--- src/hdl/sipq_pkg.sv ---
package sipq_pkg;

   typedef enum logic [1:0] {
      FUNC_ENQ  = 2'd0,
      FUNC_DEQ  = 2'd1,
      FUNC_PEEK = 2'd2,
      FUNC_NOP  = 2'd3
   } func_type;

   localparam logic [1:0] STATUS_OK    = 2'd0;
   localparam logic [1:0] STATUS_FULL  = 2'd1;
   localparam logic [1:0] STATUS_EMPTY = 2'd2;

   localparam int IdWidth    = 16;
   localparam int StampWidth = 16;
   localparam int FillWidth  = 4;

   typedef struct packed {
      logic                  valid;
      logic [IdWidth-1:0]    id;
      logic [StampWidth-1:0] stamp;
   } entry_type;

   // broadcast to every cell in the chain
   typedef struct packed {
      logic                  enq;
      logic                  deq;
      logic [IdWidth-1:0]    id;
      logic [StampWidth-1:0] stamp;
   } cmd_type;

endpackage

--- src/hdl/sipq_cell.sv ---
module sipq_cell (
   input  logic                clock,
   input  logic                reset,
   input  sipq_pkg::cmd_type   cmd,
   input  sipq_pkg::entry_type left_entry,
   input  logic                left_ins,
   input  sipq_pkg::entry_type right_entry,
   output sipq_pkg::entry_type entry,
   output logic                ins
);
   import sipq_pkg::*;

   logic                  valid_ff, valid_in;
   logic [IdWidth-1:0]    id_ff, id_in;
   logic [StampWidth-1:0] stamp_ff, stamp_in;

   assign entry = '{valid: valid_ff, id: id_ff, stamp: stamp_ff};

   // new word belongs at or before this cell (strict compare keeps equal keys stable)
   assign ins = !valid_ff || (cmd.stamp < stamp_ff);

   always_comb begin
      valid_in = valid_ff;
      id_in    = id_ff;
      stamp_in = stamp_ff;
      if (cmd.deq) begin
         valid_in = right_entry.valid;
         id_in    = right_entry.id;
         stamp_in = right_entry.stamp;
      end else if (cmd.enq && ins) begin
         if (left_ins) begin
            valid_in = left_entry.valid;
            id_in    = left_entry.id;
            stamp_in = left_entry.stamp;
         end else begin
            valid_in = 1'b1;
            id_in    = cmd.id;
            stamp_in = cmd.stamp;
         end
      end
   end

   always_ff @(posedge clock) begin
      if (reset) begin
         valid_ff <= 1'b0;
      end else begin
         valid_ff <= valid_in;
      end
      id_ff    <= id_in;
      stamp_ff <= stamp_in;
   end

endmodule

--- src/hdl/sorted_insert_priority_queue.sv ---
// Sorted priority queue of up to DEPTH (id, start time) words, head = smallest time,
// equal times leave in arrival order. One request is accepted per cycle, unless a
// stalled response holds the input; each gives one response in the next cycle, held
// in an output register. A row of DEPTH cells compares the new time against every
// stored word at once and shifts; the compare plus shift mux sets the clock period.
module sorted_insert_priority_queue #(
   parameter int DEPTH = 8
) (
   input  logic        clock,
   input  logic        reset,
   input  logic        req_valid,
   output logic        req_stall,
   input  logic [1:0]  req_func,
   input  logic [15:0] req_proc_id,
   input  logic [15:0] req_start_time,
   output logic        rsp_valid,
   input  logic        rsp_stall,
   output logic [1:0]  rsp_status,
   output logic [15:0] rsp_head_id,
   output logic [15:0] rsp_head_time,
   output logic [3:0]  rsp_fill_level
);
   import sipq_pkg::*;

   localparam int CountWidth = $clog2(DEPTH + 1);

   entry_type          entries  [DEPTH];
   logic               ins_flags[DEPTH];
   cmd_type            cmd;
   logic               accept;
   logic               full;
   logic               empty;
   logic               enq_ok;
   logic               deq_ok;
   logic [CountWidth-1:0] count_ff, count_in;

   logic               rsp_valid_ff, rsp_valid_in;
   logic [1:0]         status_ff, status_in;
   logic [15:0]        head_id_ff, head_id_in;
   logic [15:0]        head_time_ff, head_time_in;
   logic [3:0]         fill_ff, fill_in;

   assign req_stall = rsp_valid_ff && rsp_stall;
   assign accept    = req_valid && !req_stall;
   assign full      = (count_ff == CountWidth'(DEPTH));
   assign empty     = (count_ff == '0);
   assign enq_ok    = accept && (req_func == FUNC_ENQ) && !full;
   assign deq_ok    = accept && (req_func == FUNC_DEQ) && !empty;

   assign cmd = '{enq: enq_ok, deq: deq_ok, id: req_proc_id, stamp: req_start_time};

   for (genvar i = 0; i < DEPTH; i++) begin : g_cell
      entry_type left_e, right_e;
      logic      left_i;
      if (i == 0) begin : g_first
         assign left_e = '0;
         assign left_i = 1'b0;
      end else begin : g_mid
         assign left_e = entries[i-1];
         assign left_i = ins_flags[i-1];
      end
      if (i == DEPTH - 1) begin : g_last
         assign right_e = '0;
      end else begin : g_inner
         assign right_e = entries[i+1];
      end
      sipq_cell u_cell (
         .clock       (clock),
         .reset       (reset),
         .cmd         (cmd),
         .left_entry  (left_e),
         .left_ins    (left_i),
         .right_entry (right_e),
         .entry       (entries[i]),
         .ins         (ins_flags[i])
      );
   end

   always_comb begin
      count_in = count_ff;
      if (enq_ok) begin
         count_in = count_ff + 1'b1;
      end else if (deq_ok) begin
         count_in = count_ff - 1'b1;
      end
   end

   always_comb begin
      status_in    = STATUS_OK;
      head_id_in   = '0;
      head_time_in = '0;
      unique case (req_func)
         FUNC_ENQ: begin
            if (full) begin
               status_in = STATUS_FULL;
            end
         end
         FUNC_DEQ, FUNC_PEEK: begin
            if (empty) begin
               status_in = STATUS_EMPTY;
            end else begin
               head_id_in   = entries[0].id;
               head_time_in = entries[0].stamp;
            end
         end
         default: begin
         end
      endcase
      fill_in = 4'(count_in);
   end

   always_comb begin
      rsp_valid_in = rsp_valid_ff;
      if (accept) begin
         rsp_valid_in = 1'b1;
      end else if (!rsp_stall) begin
         rsp_valid_in = 1'b0;
      end
   end

   always_ff @(posedge clock) begin
      if (reset) begin
         count_ff     <= '0;
         rsp_valid_ff <= 1'b0;
      end else begin
         count_ff     <= count_in;
         rsp_valid_ff <= rsp_valid_in;
      end
      if (accept) begin
         status_ff    <= status_in;
         head_id_ff   <= head_id_in;
         head_time_ff <= head_time_in;
         fill_ff      <= fill_in;
      end
   end

   assign rsp_valid      = rsp_valid_ff;
   assign rsp_status     = status_ff;
   assign rsp_head_id    = head_id_ff;
   assign rsp_head_time  = head_time_ff;
   assign rsp_fill_level = fill_ff;

endmodule

--- config.mk ---
export PLATFORM = sky130hd
export DESIGN_NAME = sorted_insert_priority_queue
export DESIGN_NICKNAME = d
export VERILOG_FILES = /design/src/hdl/sipq_pkg.sv /design/src/hdl/sipq_cell.sv /design/src/hdl/sorted_insert_priority_queue.sv
export SDC_FILE = /design/constraint.sdc
export NUM_CORES = 1
export LEC_CHECK = 0
export BUFFER_PORTS_ARGS = -buffer_cell sky130_fd_sc_hd__clkbuf_2
export CELL_PAD_IN_SITES_DETAIL_PLACEMENT = 0
export CELL_PAD_IN_SITES_GLOBAL_PLACEMENT = 1
export CORE_MARGIN = 5
export CORE_UTILIZATION = 55
export CTS_BUF_LIST = sky130_fd_sc_hd__clkbuf_2
export DETAILED_ROUTE_END_ITERATION = 7
export GPL_TIMING_DRIVEN = 0
export PLACE_DENSITY_LB_ADDON = 0.1
export SYNTH_ARGS = -nofsm -noshare
export SYNTH_HDL_FRONTEND = slang
export SYNTH_SLANG_ARGS = --single-unit
--- constraint.sdc ---
create_clock -name clock -period 13.9 [get_ports clock]
set_clock_uncertainty 0.15 [all_clocks]
set_input_delay 0 -clock clock [delete_from_list [all_inputs] [get_ports clock]]
set_output_delay 0 -clock clock [all_outputs]
set_load 0.02 [all_outputs]
==> results of run 1 <==
## kinds of logic after synthesis
kind of cell / after synthesis / share of synthesized area
AOI/OAI and AO/OA: 463 / 0.1568
and+or+nand+nor: 394 / 0.09740
DFF: 307 / 0.4827
buffers and inverters: 269 / 0.06971
muxes: 192 / 0.1058
adders and majority gates: 125 / 0.08610
xor gates and xnor gates: 3 / 0.001447
## critical path, cell delays in order, from the launching register on
cell                       delay [ns]
sky130_fd_sc_hd__edfxtp_1        0.41
sky130_fd_sc_hd__inv_1           0.09
sky130_fd_sc_hd__ha_1            0.24
sky130_fd_sc_hd__a21oi_1         0.13
sky130_fd_sc_hd__nor2_1          0.06
sky130_fd_sc_hd__a211oi_1        0.64
sky130_fd_sc_hd__o41ai_1         0.37
sky130_fd_sc_hd__o311a_1         0.40
sky130_fd_sc_hd__buf_6           0.17
sky130_fd_sc_hd__buf_6           0.18
sky130_fd_sc_hd__a21oi_4         0.52
sky130_fd_sc_hd__buf_12          0.27
## final cells by class
| cell class | instances | area share |
|---|---|---|
| flip-flops and latches | 307 | 0.4210 |
| well taps | 442 | 0.02655 |
| clock buffers | 133 | 0.03196 |
| clock inverters | 18 | 0.004926 |
| repair buffers | 147 | 0.06092 |
| inverters | 127 | 0.02289 |
| multi-input cells | 1177 | 0.3936 |
| plain buffers | 142 | 0.03791 |
| diodes | 2 | 0.0002403 |
## final timing paths
path                                 from                            to  cells past startpoint
max          g_cell[2].u_cell.stamp_ff[9]  g_cell[2].u_cell.stamp_ff[7]                     11
min reg2reg     g_cell[7].u_cell.id_ff[8]     g_cell[7].u_cell.id_ff[8]                      2
min                        req_proc_id[0]     g_cell[1].u_cell.id_ff[0]                      3
max reg2reg  g_cell[2].u_cell.stamp_ff[9]  g_cell[2].u_cell.stamp_ff[7]                     11
## routing by layer
metal  vias to the layer above  wire (µm)  global-route usage
met5                         -         13                   0
met3                        99       5670             0.07797
li1                       6895          -                   -
met4                         2       1364              0.1022
met2                       689      26260              0.4997
met1                      7106      23460              0.4050
## sequential cells by signal, indices dropped and copies added (netlist names)
register                cells
rsp_head_time              16
rsp_fill_level              4
rsp_status                  2
g_cell.u_cell.valid_ff      8
g_cell.u_cell.stamp_ff    128
g_cell.u_cell.id_ff       128
rsp_valid                   1
rsp_head_id                16
count_ff                    4
## synthesized netlist by cell type (all sizes together) (3+ instances only)
cell and count:
ha 125, nand2b 10, nor3 3, o22ai 17, nand4 14, o221ai 15, nor4 6, and4 6
and3 36, nand3 14, buf 69, clkbuf 73, edfxtp 262, o221a 32, a21oi 151, dfxtp 45
a21o 13, o21bai 4, nand2 204, mux2i 192, nor2 84, o21ai 196, a211o 4, inv 127
o21a 3, a211oi 8, nor2b 9
## power groups by stage
stage / logic, µW / registers (µW) / clock network [µW]
after floorplan: 168 / 1100 / 0
after CTS: 284 / 1080 / 677
after detailed placement: 265 / 1100 / 0
final: 289 / 1080 / 666
after global placement: 250 / 1100 / 0
after global routing: 318 / 1090 / 731
## repair_timing
item / in CTS / in global routing
hold buffers: 78 / 0
gates resized for setup: 0 / 0
endpoints found under the hold margin: 346 / 0
endpoints found under the setup margin: 0 / 0
## metrics by stage
| step | hold WS [ns] | instances | area [µm²] | total power (µW) | setup WS, ns |
|---|---|---|---|---|---|
| 2_1_floorplan | -0.07839 | 1753 | 18160 | 1270 | 9.236 |
| 3_3_place_gp | 0.07337 | 2256 | 19020 | 1350 | 7.055 |
| 3_5_place_dp | 0.09019 | 2264 | 19270 | 1365 | 10.05 |
| 4_1_cts | 0.02081 | 2493 | 20820 | 2040 | 9.950 |
| 5_1_grt | 0.05409 | 2495 | 20830 | 2135 | 9.844 |
| 6_report | 0.09725 | 2495 | 20830 | 2035 | 9.893 |
## layout by cell type (no fill, tap or decap), types with 51 or more instances in the layout
cell,count
sky130_fd_sc_hd__o21ai_1,51
sky130_fd_sc_hd__clkbuf_2,194
sky130_fd_sc_hd__nand2_1,202
sky130_fd_sc_hd__clkbuf_1,73
sky130_fd_sc_hd__mux2i_1,192
sky130_fd_sc_hd__a21oi_1,127
sky130_fd_sc_hd__edfxtp_1,262
sky130_fd_sc_hd__dlygate4sd3_1,78
sky130_fd_sc_hd__ha_1,125
sky130_fd_sc_hd__inv_1,127
sky130_fd_sc_hd__o21ai_0,144
sky130_fd_sc_hd__nor2_1,83
==> Flow_metrics.wiki, run 1 <==
{| class="wikitable"
! Metric !! Value
|-
| Run status || complete, but fails checks
|-
| Violations in the final reports || DRC
|-
| Count of buffers inserted at the top-level ports || 61
|-
| Placer congestion estimate || 0.9715
|-
| Post-synthesis cell type with the largest combined area || sky130_fd_sc_hd__edfxtp_1
|-
| Area of the multi-input gates || 0.008198 mm²
|-
| Routed Wire Length || 56770 µm
|-
| Mean cell area of the mapped netlist || 10.36 µm²
|-
| Proportion of synthesized chip area in sequential cells || 0.4827
|-
| Number of cell rows || 66
|-
| Clock transition at the registers of the reported paths || 0.10 ns
|-
| Footprint of the flip-flops and latches || 0.008768 mm²
|-
| Sw Share || 0.2950
|-
| Flop pwr share || 0.531
|-
| TritonCTS Buffers || 82
|-
| Remaining max-slew budget at the tightest pin || 0.3628
|-
| Fmax || 249.6 MHz
|-
| Most area-consuming cells after synthesis || sky130_fd_sc_hd__edfxtp_1 43%, sky130_fd_sc_hd__mux2i_1 11%, sky130_fd_sc_hd__ha_1 8.6%
|-
| Final critical path time including I/O delays and setup || 4.007 ns
|-
| Area inside the core boundary || 0.03254 mm²
|-
| Average via count per standard cell || 5.928
|-
| Power density normalized to cell area || 97.71 mW/mm²
|-
| Setup slack of the most critical reg-to-reg path || 9.89 ns
|-
| Instance count of the mapped netlist || 1753
|-
| Ys flop type || sky130_fd_sc_hd__edfxtp_1
|-
| Via count of the first global-routing pass || 14.93k
|-
| Fraction of layout cells with a size suffix above 1 || 0.1667
|-
| Clock root buffer master || sky130_fd_sc_hd__clkbuf_2
|-
| Buffers from clock root to sink, at most || 3
|-
| Post-detailed-route DRC marker count || 1
|-
| Synth Cell Area || 0.01816 mm²
|-
| Final Setup Violations || 0
|-
| GR Overflow Total || 0
|-
| Detailed-router iteration count before antenna repair || 8
|-
| Pins Over Slew Limit || 0
|-
| Detailed router's first-iteration violation count || 1424
|-
| Number of flops mapped to enable cells by yosys || 262
|-
| Leakage Power || 0.008740 µW
|-
| Synthesis-to-layout area growth || 14.66%
|-
| Flip-flop and latch count after synthesis || 307
|-
| Clk sinks || 307
|-
| Layout fillers || 2771
|-
| Setup total negative slack || 0 ns
|-
| Data required time of the worst path || 14.30 ns
|-
| Global routing usage summed across all routing layers || 0.3077
|-
| Estimated wirelength of the detail-placed design || 40410 µm
|-
| Net Switching || 600.4 µW
|-
| Actual slew at the worst max-slew pin || 0.9435 ns
|-
| Number of nets in the synthesized netlist || 1916
|-
| CTS tree || yes
|-
| Clock latency reported for the late side of the worst-skew pair || 0.95 ns
|-
| Final Core Density || 0.6401
|-
| Initial antenna violation count || 6
|-
| Clock share of power || 0.327
|-
| DRT antenna net count || 0
|-
| Global-route wire length before repair || 85380 µm
|-
| Full die area || 0.03676 mm²
|-
| Die span in x || 191.7 µm
|-
| Starting utilization of the core area || 0.5583
|-
| Data arrival time of the critical path || 4.41 ns
|-
| Crit path max fanout || 20
|-
| Unrepaired setup endpoints after global routing || false
|-
| Max-capacitance violation count || 0
|-
| Number of hold violations in the final report || 0
|-
| Largest net degree at the start of global routing || 25
|-
| FFs w/ async S/R, synth || 0
|-
| Portion of total power attributed to combinational logic || 0.142
|-
| Setup crit start kind || flip-flop
|-
| VDD IR-drop max || 0.00006812 V
|-
| Post-synthesis cell type count || 61
|-
| CTS H-tree lvls || 3
|-
| Crit. End Element || flip-flop
|-
| Number of post-CTS setup repair buffers || 0
|-
| Average wire length per cell after detail routing || 22.75 µm
|-
| I/O pin cnt || 78
|-
| Fraction of synthesized cell area taken by the top area cell type || 0.4331
|-
| Height of the die || 191.7 µm
|-
| Vias || 14.79k
|-
| Type of the setup path with the least slack || flip-flop to flip-flop
|-
| Synth Warn # || 0
|-
| Type of the tightest min-delay check || input port to flip-flop
|-
| Share of the clock period used by the worst path after layout || 0.2883
|-
| Int Power || 1435 µW
|-
| Final net count || 2147
|}
No activity file was read; power rests on OpenSTA's default activity.
==> run 2, diff against run 1 <==
--- a/config.mk
+++ b/config.mk
@@ -9,7 +9,7 @@
 export CELL_PAD_IN_SITES_DETAIL_PLACEMENT = 0
 export CELL_PAD_IN_SITES_GLOBAL_PLACEMENT = 1
 export CORE_MARGIN = 5
-export CORE_UTILIZATION = 55
+export CORE_UTILIZATION = 46
 export CTS_BUF_LIST = sky130_fd_sc_hd__clkbuf_2
 export DETAILED_ROUTE_END_ITERATION = 7
 export GPL_TIMING_DRIVEN = 0
==> constraint.sdc (replaced) <==
create_clock -name clock -period 3.6 [get_ports clock]
set_clock_uncertainty 0.15 [all_clocks]
set_input_delay 0 -clock clock [delete_from_list [all_inputs] [get_ports clock]]
set_output_delay 0 -clock clock [all_outputs]
set_load 0.02 [all_outputs]
==> run 2 against run 1 <==
The run now ends clean. Utilization is 9.7 points lower. Worst setup slack worse by 9.8 ns. Combinational power grew to 3.9 times the previous value. Sequential cell count stayed put. Maximum frequency up 16%. Critical endpoint is now g_cell[7].u_cell.id_ff[7]. Largest power group unchanged.
==> Flow_metrics.wiki, run 2 (same netlist as run 1, synthesis figures left out) <==
{| class="wikitable"
! Metric !! Value
|-
| Sw Share || 0.3012
|-
| Summed area of non-filler cells in the final layout || 0.02109 mm²
|-
| Placer congestion estimate || 0.9281
|-
| Crit. End Element || flip-flop
|-
| Routed Wire Length || 58810 µm
|-
| Average wire length per cell after detail routing || 22.65 µm
|-
| VDD IR-drop max || 0.0002134 V
|-
| CTS tree || yes
|-
| Die span in x || 208.7 µm
|-
| Number of hold violations in the final report || 0
|-
| GR Overflow Total || 0
|-
| Clk sinks || 307
|-
| Average via count per standard cell || 5.676
|-
| Layout fillers || 3599
|-
| Type of the setup path with the least slack || flip-flop to flip-flop
|-
| Estimated wirelength of the detail-placed design || 41820 µm
|-
| Actual slew at the worst max-slew pin || 1.366 ns
|-
| Placed inst area || 0.01933 mm²
|-
| Commonest non-fill, non-tap cells in the layout || 262 x sky130_fd_sc_hd__edfxtp_1, 202 x sky130_fd_sc_hd__nand2_1, 202 x sky130_fd_sc_hd__clkbuf_2
|-
| Starting utilization of the core area || 0.4678
|-
| Crit path max fanout || 10
|-
| Full die area || 0.04356 mm²
|-
| Clock latency reported for the late side of the worst-skew pair || 1.02 ns
|-
| Clock share of power || 0.341
|-
| Commonest non-fill, non-tap cell in the layout || sky130_fd_sc_hd__edfxtp_1
|-
| Portion of total power attributed to combinational logic || 0.141
|-
| Fmax || 288.6 MHz
|-
| Final net count || 2163
|-
| Type of the tightest min-delay check || input port to flip-flop
|-
| Biggest regs || g_cell.u_cell.id_ff x128, g_cell.u_cell.stamp_ff x128
|-
| Number of cell rows || 72
|-
| Non-Filler Instances || 2596
|-
| TritonCTS Buffers || 89
|-
| Footprint of the flip-flops and latches || 0.008770 mm²
|-
| Setup crit start kind || flip-flop
|-
| Data arrival time of the critical path || 4.22 ns
|-
| Data required time of the worst path || 4.36 ns
|-
| Net Switching || 2426 µW
|-
| Buffers from clock root to sink, at most || 3
|-
| CTS H-tree lvls || 3
|-
| Final Setup Violations || 0
|-
| Height of the die || 208.7 µm
|-
| Fraction of layout cells with a size suffix above 1 || 0.1738
|-
| Pins Over Slew Limit || 0
|-
| Area of the multi-input gates || 0.008238 mm²
|-
| Clock transition at the registers of the reported paths || 0.11 ns
|-
| Clock root buffer master || sky130_fd_sc_hd__clkbuf_2
|-
| Max-capacitance violation count || 0
|-
| Unrepaired setup endpoints after global routing || false
|-
| Detailed-router iteration count before antenna repair || 5
|-
| Synthesis-to-layout area growth || 16.08%
|-
| DRT antenna net count || 0
|-
| Detailed router's first-iteration violation count || 1240
|-
| Int Power || 5627 µW
|-
| Via count of the first global-routing pass || 14.87k
|-
| Flop pwr share || 0.518
|-
| Initial antenna violation count || 2
|-
| Global routing usage summed across all routing layers || 0.2643
|-
| Remaining max-slew budget at the tightest pin || 0.08515
|-
| Run status || completed
|-
| Power density normalized to cell area || 381.9 mW/mm²
|-
| Final critical path time including I/O delays and setup || 3.465 ns
|-
| Vias || 14.74k
|-
| Leakage Power || 0.008837 µW
|-
| Placed Cells || 2338
|-
| Post-detailed-route DRC marker count || 0
|-
| Area inside the core boundary || 0.03883 mm²
|-
| Count of buffers inserted at the top-level ports || 61
|-
| Share of the clock period used by the worst path after layout || 0.9626
|-
| Global-route wire length before repair || 88690 µm
|-
| I/O pin cnt || 78
|-
| Largest net degree at the start of global routing || 33
|-
| Worst hold-check slack || 0.07487 ns
|}
## run 2: final cells by class
cell class,count,share of cell area
multi-input combinational,1179,0.3907
clock inverter,27,0.006883
timing repair buffer,155,0.06218
tap,518,0.03074
inverter,127,0.02261
clock buffer,141,0.03347
sequential,307,0.4159
buffer,141,0.03744
antenna,1,0.0001187
## run 2: what timing repair did
action	in CTS	in global routing
cloned	2	0
pin swaps	1	0
endpoints found under the hold margin	366	0
hold buffers	81	0
setup endpoints to repair	206	69
gates resized for setup	2	4
setup buffers	5	2
## run 2: worst paths after layout
check                                 from                            end  slack [ns]  depth (start not counted)
max          g_cell[7].u_cell.stamp_ff[15]      g_cell[7].u_cell.id_ff[7]        0.13                         12
max reg2reg  g_cell[7].u_cell.stamp_ff[15]      g_cell[7].u_cell.id_ff[7]        0.13                         12
min reg2reg  g_cell[7].u_cell.stamp_ff[12]  g_cell[6].u_cell.stamp_ff[12]        0.36                          2
min                              rsp_stall              rsp_head_time[10]        0.07                          4
## run 2: metal layers
metal	global-route usage	up-vias	share of wire
met1	0.3644	7096	0.43
met2	0.4206	592	0.46
met4	0.08978	0	0.025
met5	0	-	0
met3	0.05114	95	0.083
li1	-	6953	-
## run 2: worst max-delay path: stages, from the launching register on
cell,delay [ns]
sky130_fd_sc_hd__dfxtp_1,0.37
sky130_fd_sc_hd__inv_1,0.08
sky130_fd_sc_hd__ha_1,0.31
sky130_fd_sc_hd__a21oi_1,0.20
sky130_fd_sc_hd__dlygate4sd3_1,0.59
sky130_fd_sc_hd__o21ai_0,0.07
sky130_fd_sc_hd__dlygate4sd3_1,0.56
sky130_fd_sc_hd__a22o_1,0.19
sky130_fd_sc_hd__nor3b_2,0.21
sky130_fd_sc_hd__buf_6,0.21
sky130_fd_sc_hd__buf_6,0.19
sky130_fd_sc_hd__o21ai_1,0.09
sky130_fd_sc_hd__a21oi_2,0.14
## run 2: power groups by stage
stage	registers [µW]	clock network, µW	logic (µW)
after floorplan	4250	0	651
after global placement	4250	0	980
after detailed placement	4250	0	1030
after CTS	4170	2820	1120
after global routing	4190	3030	1250
final	4170	2750	1130
## run 2: per-stage QoR
stage	setup TNS (ns)	total power, µW	setup WS, ns	utilization
global route	0	8473	0.01469	0.5431
global placement	-257.90	5226	-1.374	0.4930
finish	0	8053	0.1346	0.5431
floorplan	-1.562	4903	-0.01220	-
detailed placement	-72.51	5275	-0.5587	0.4978
CTS	0	8110	0.04850	0.5422
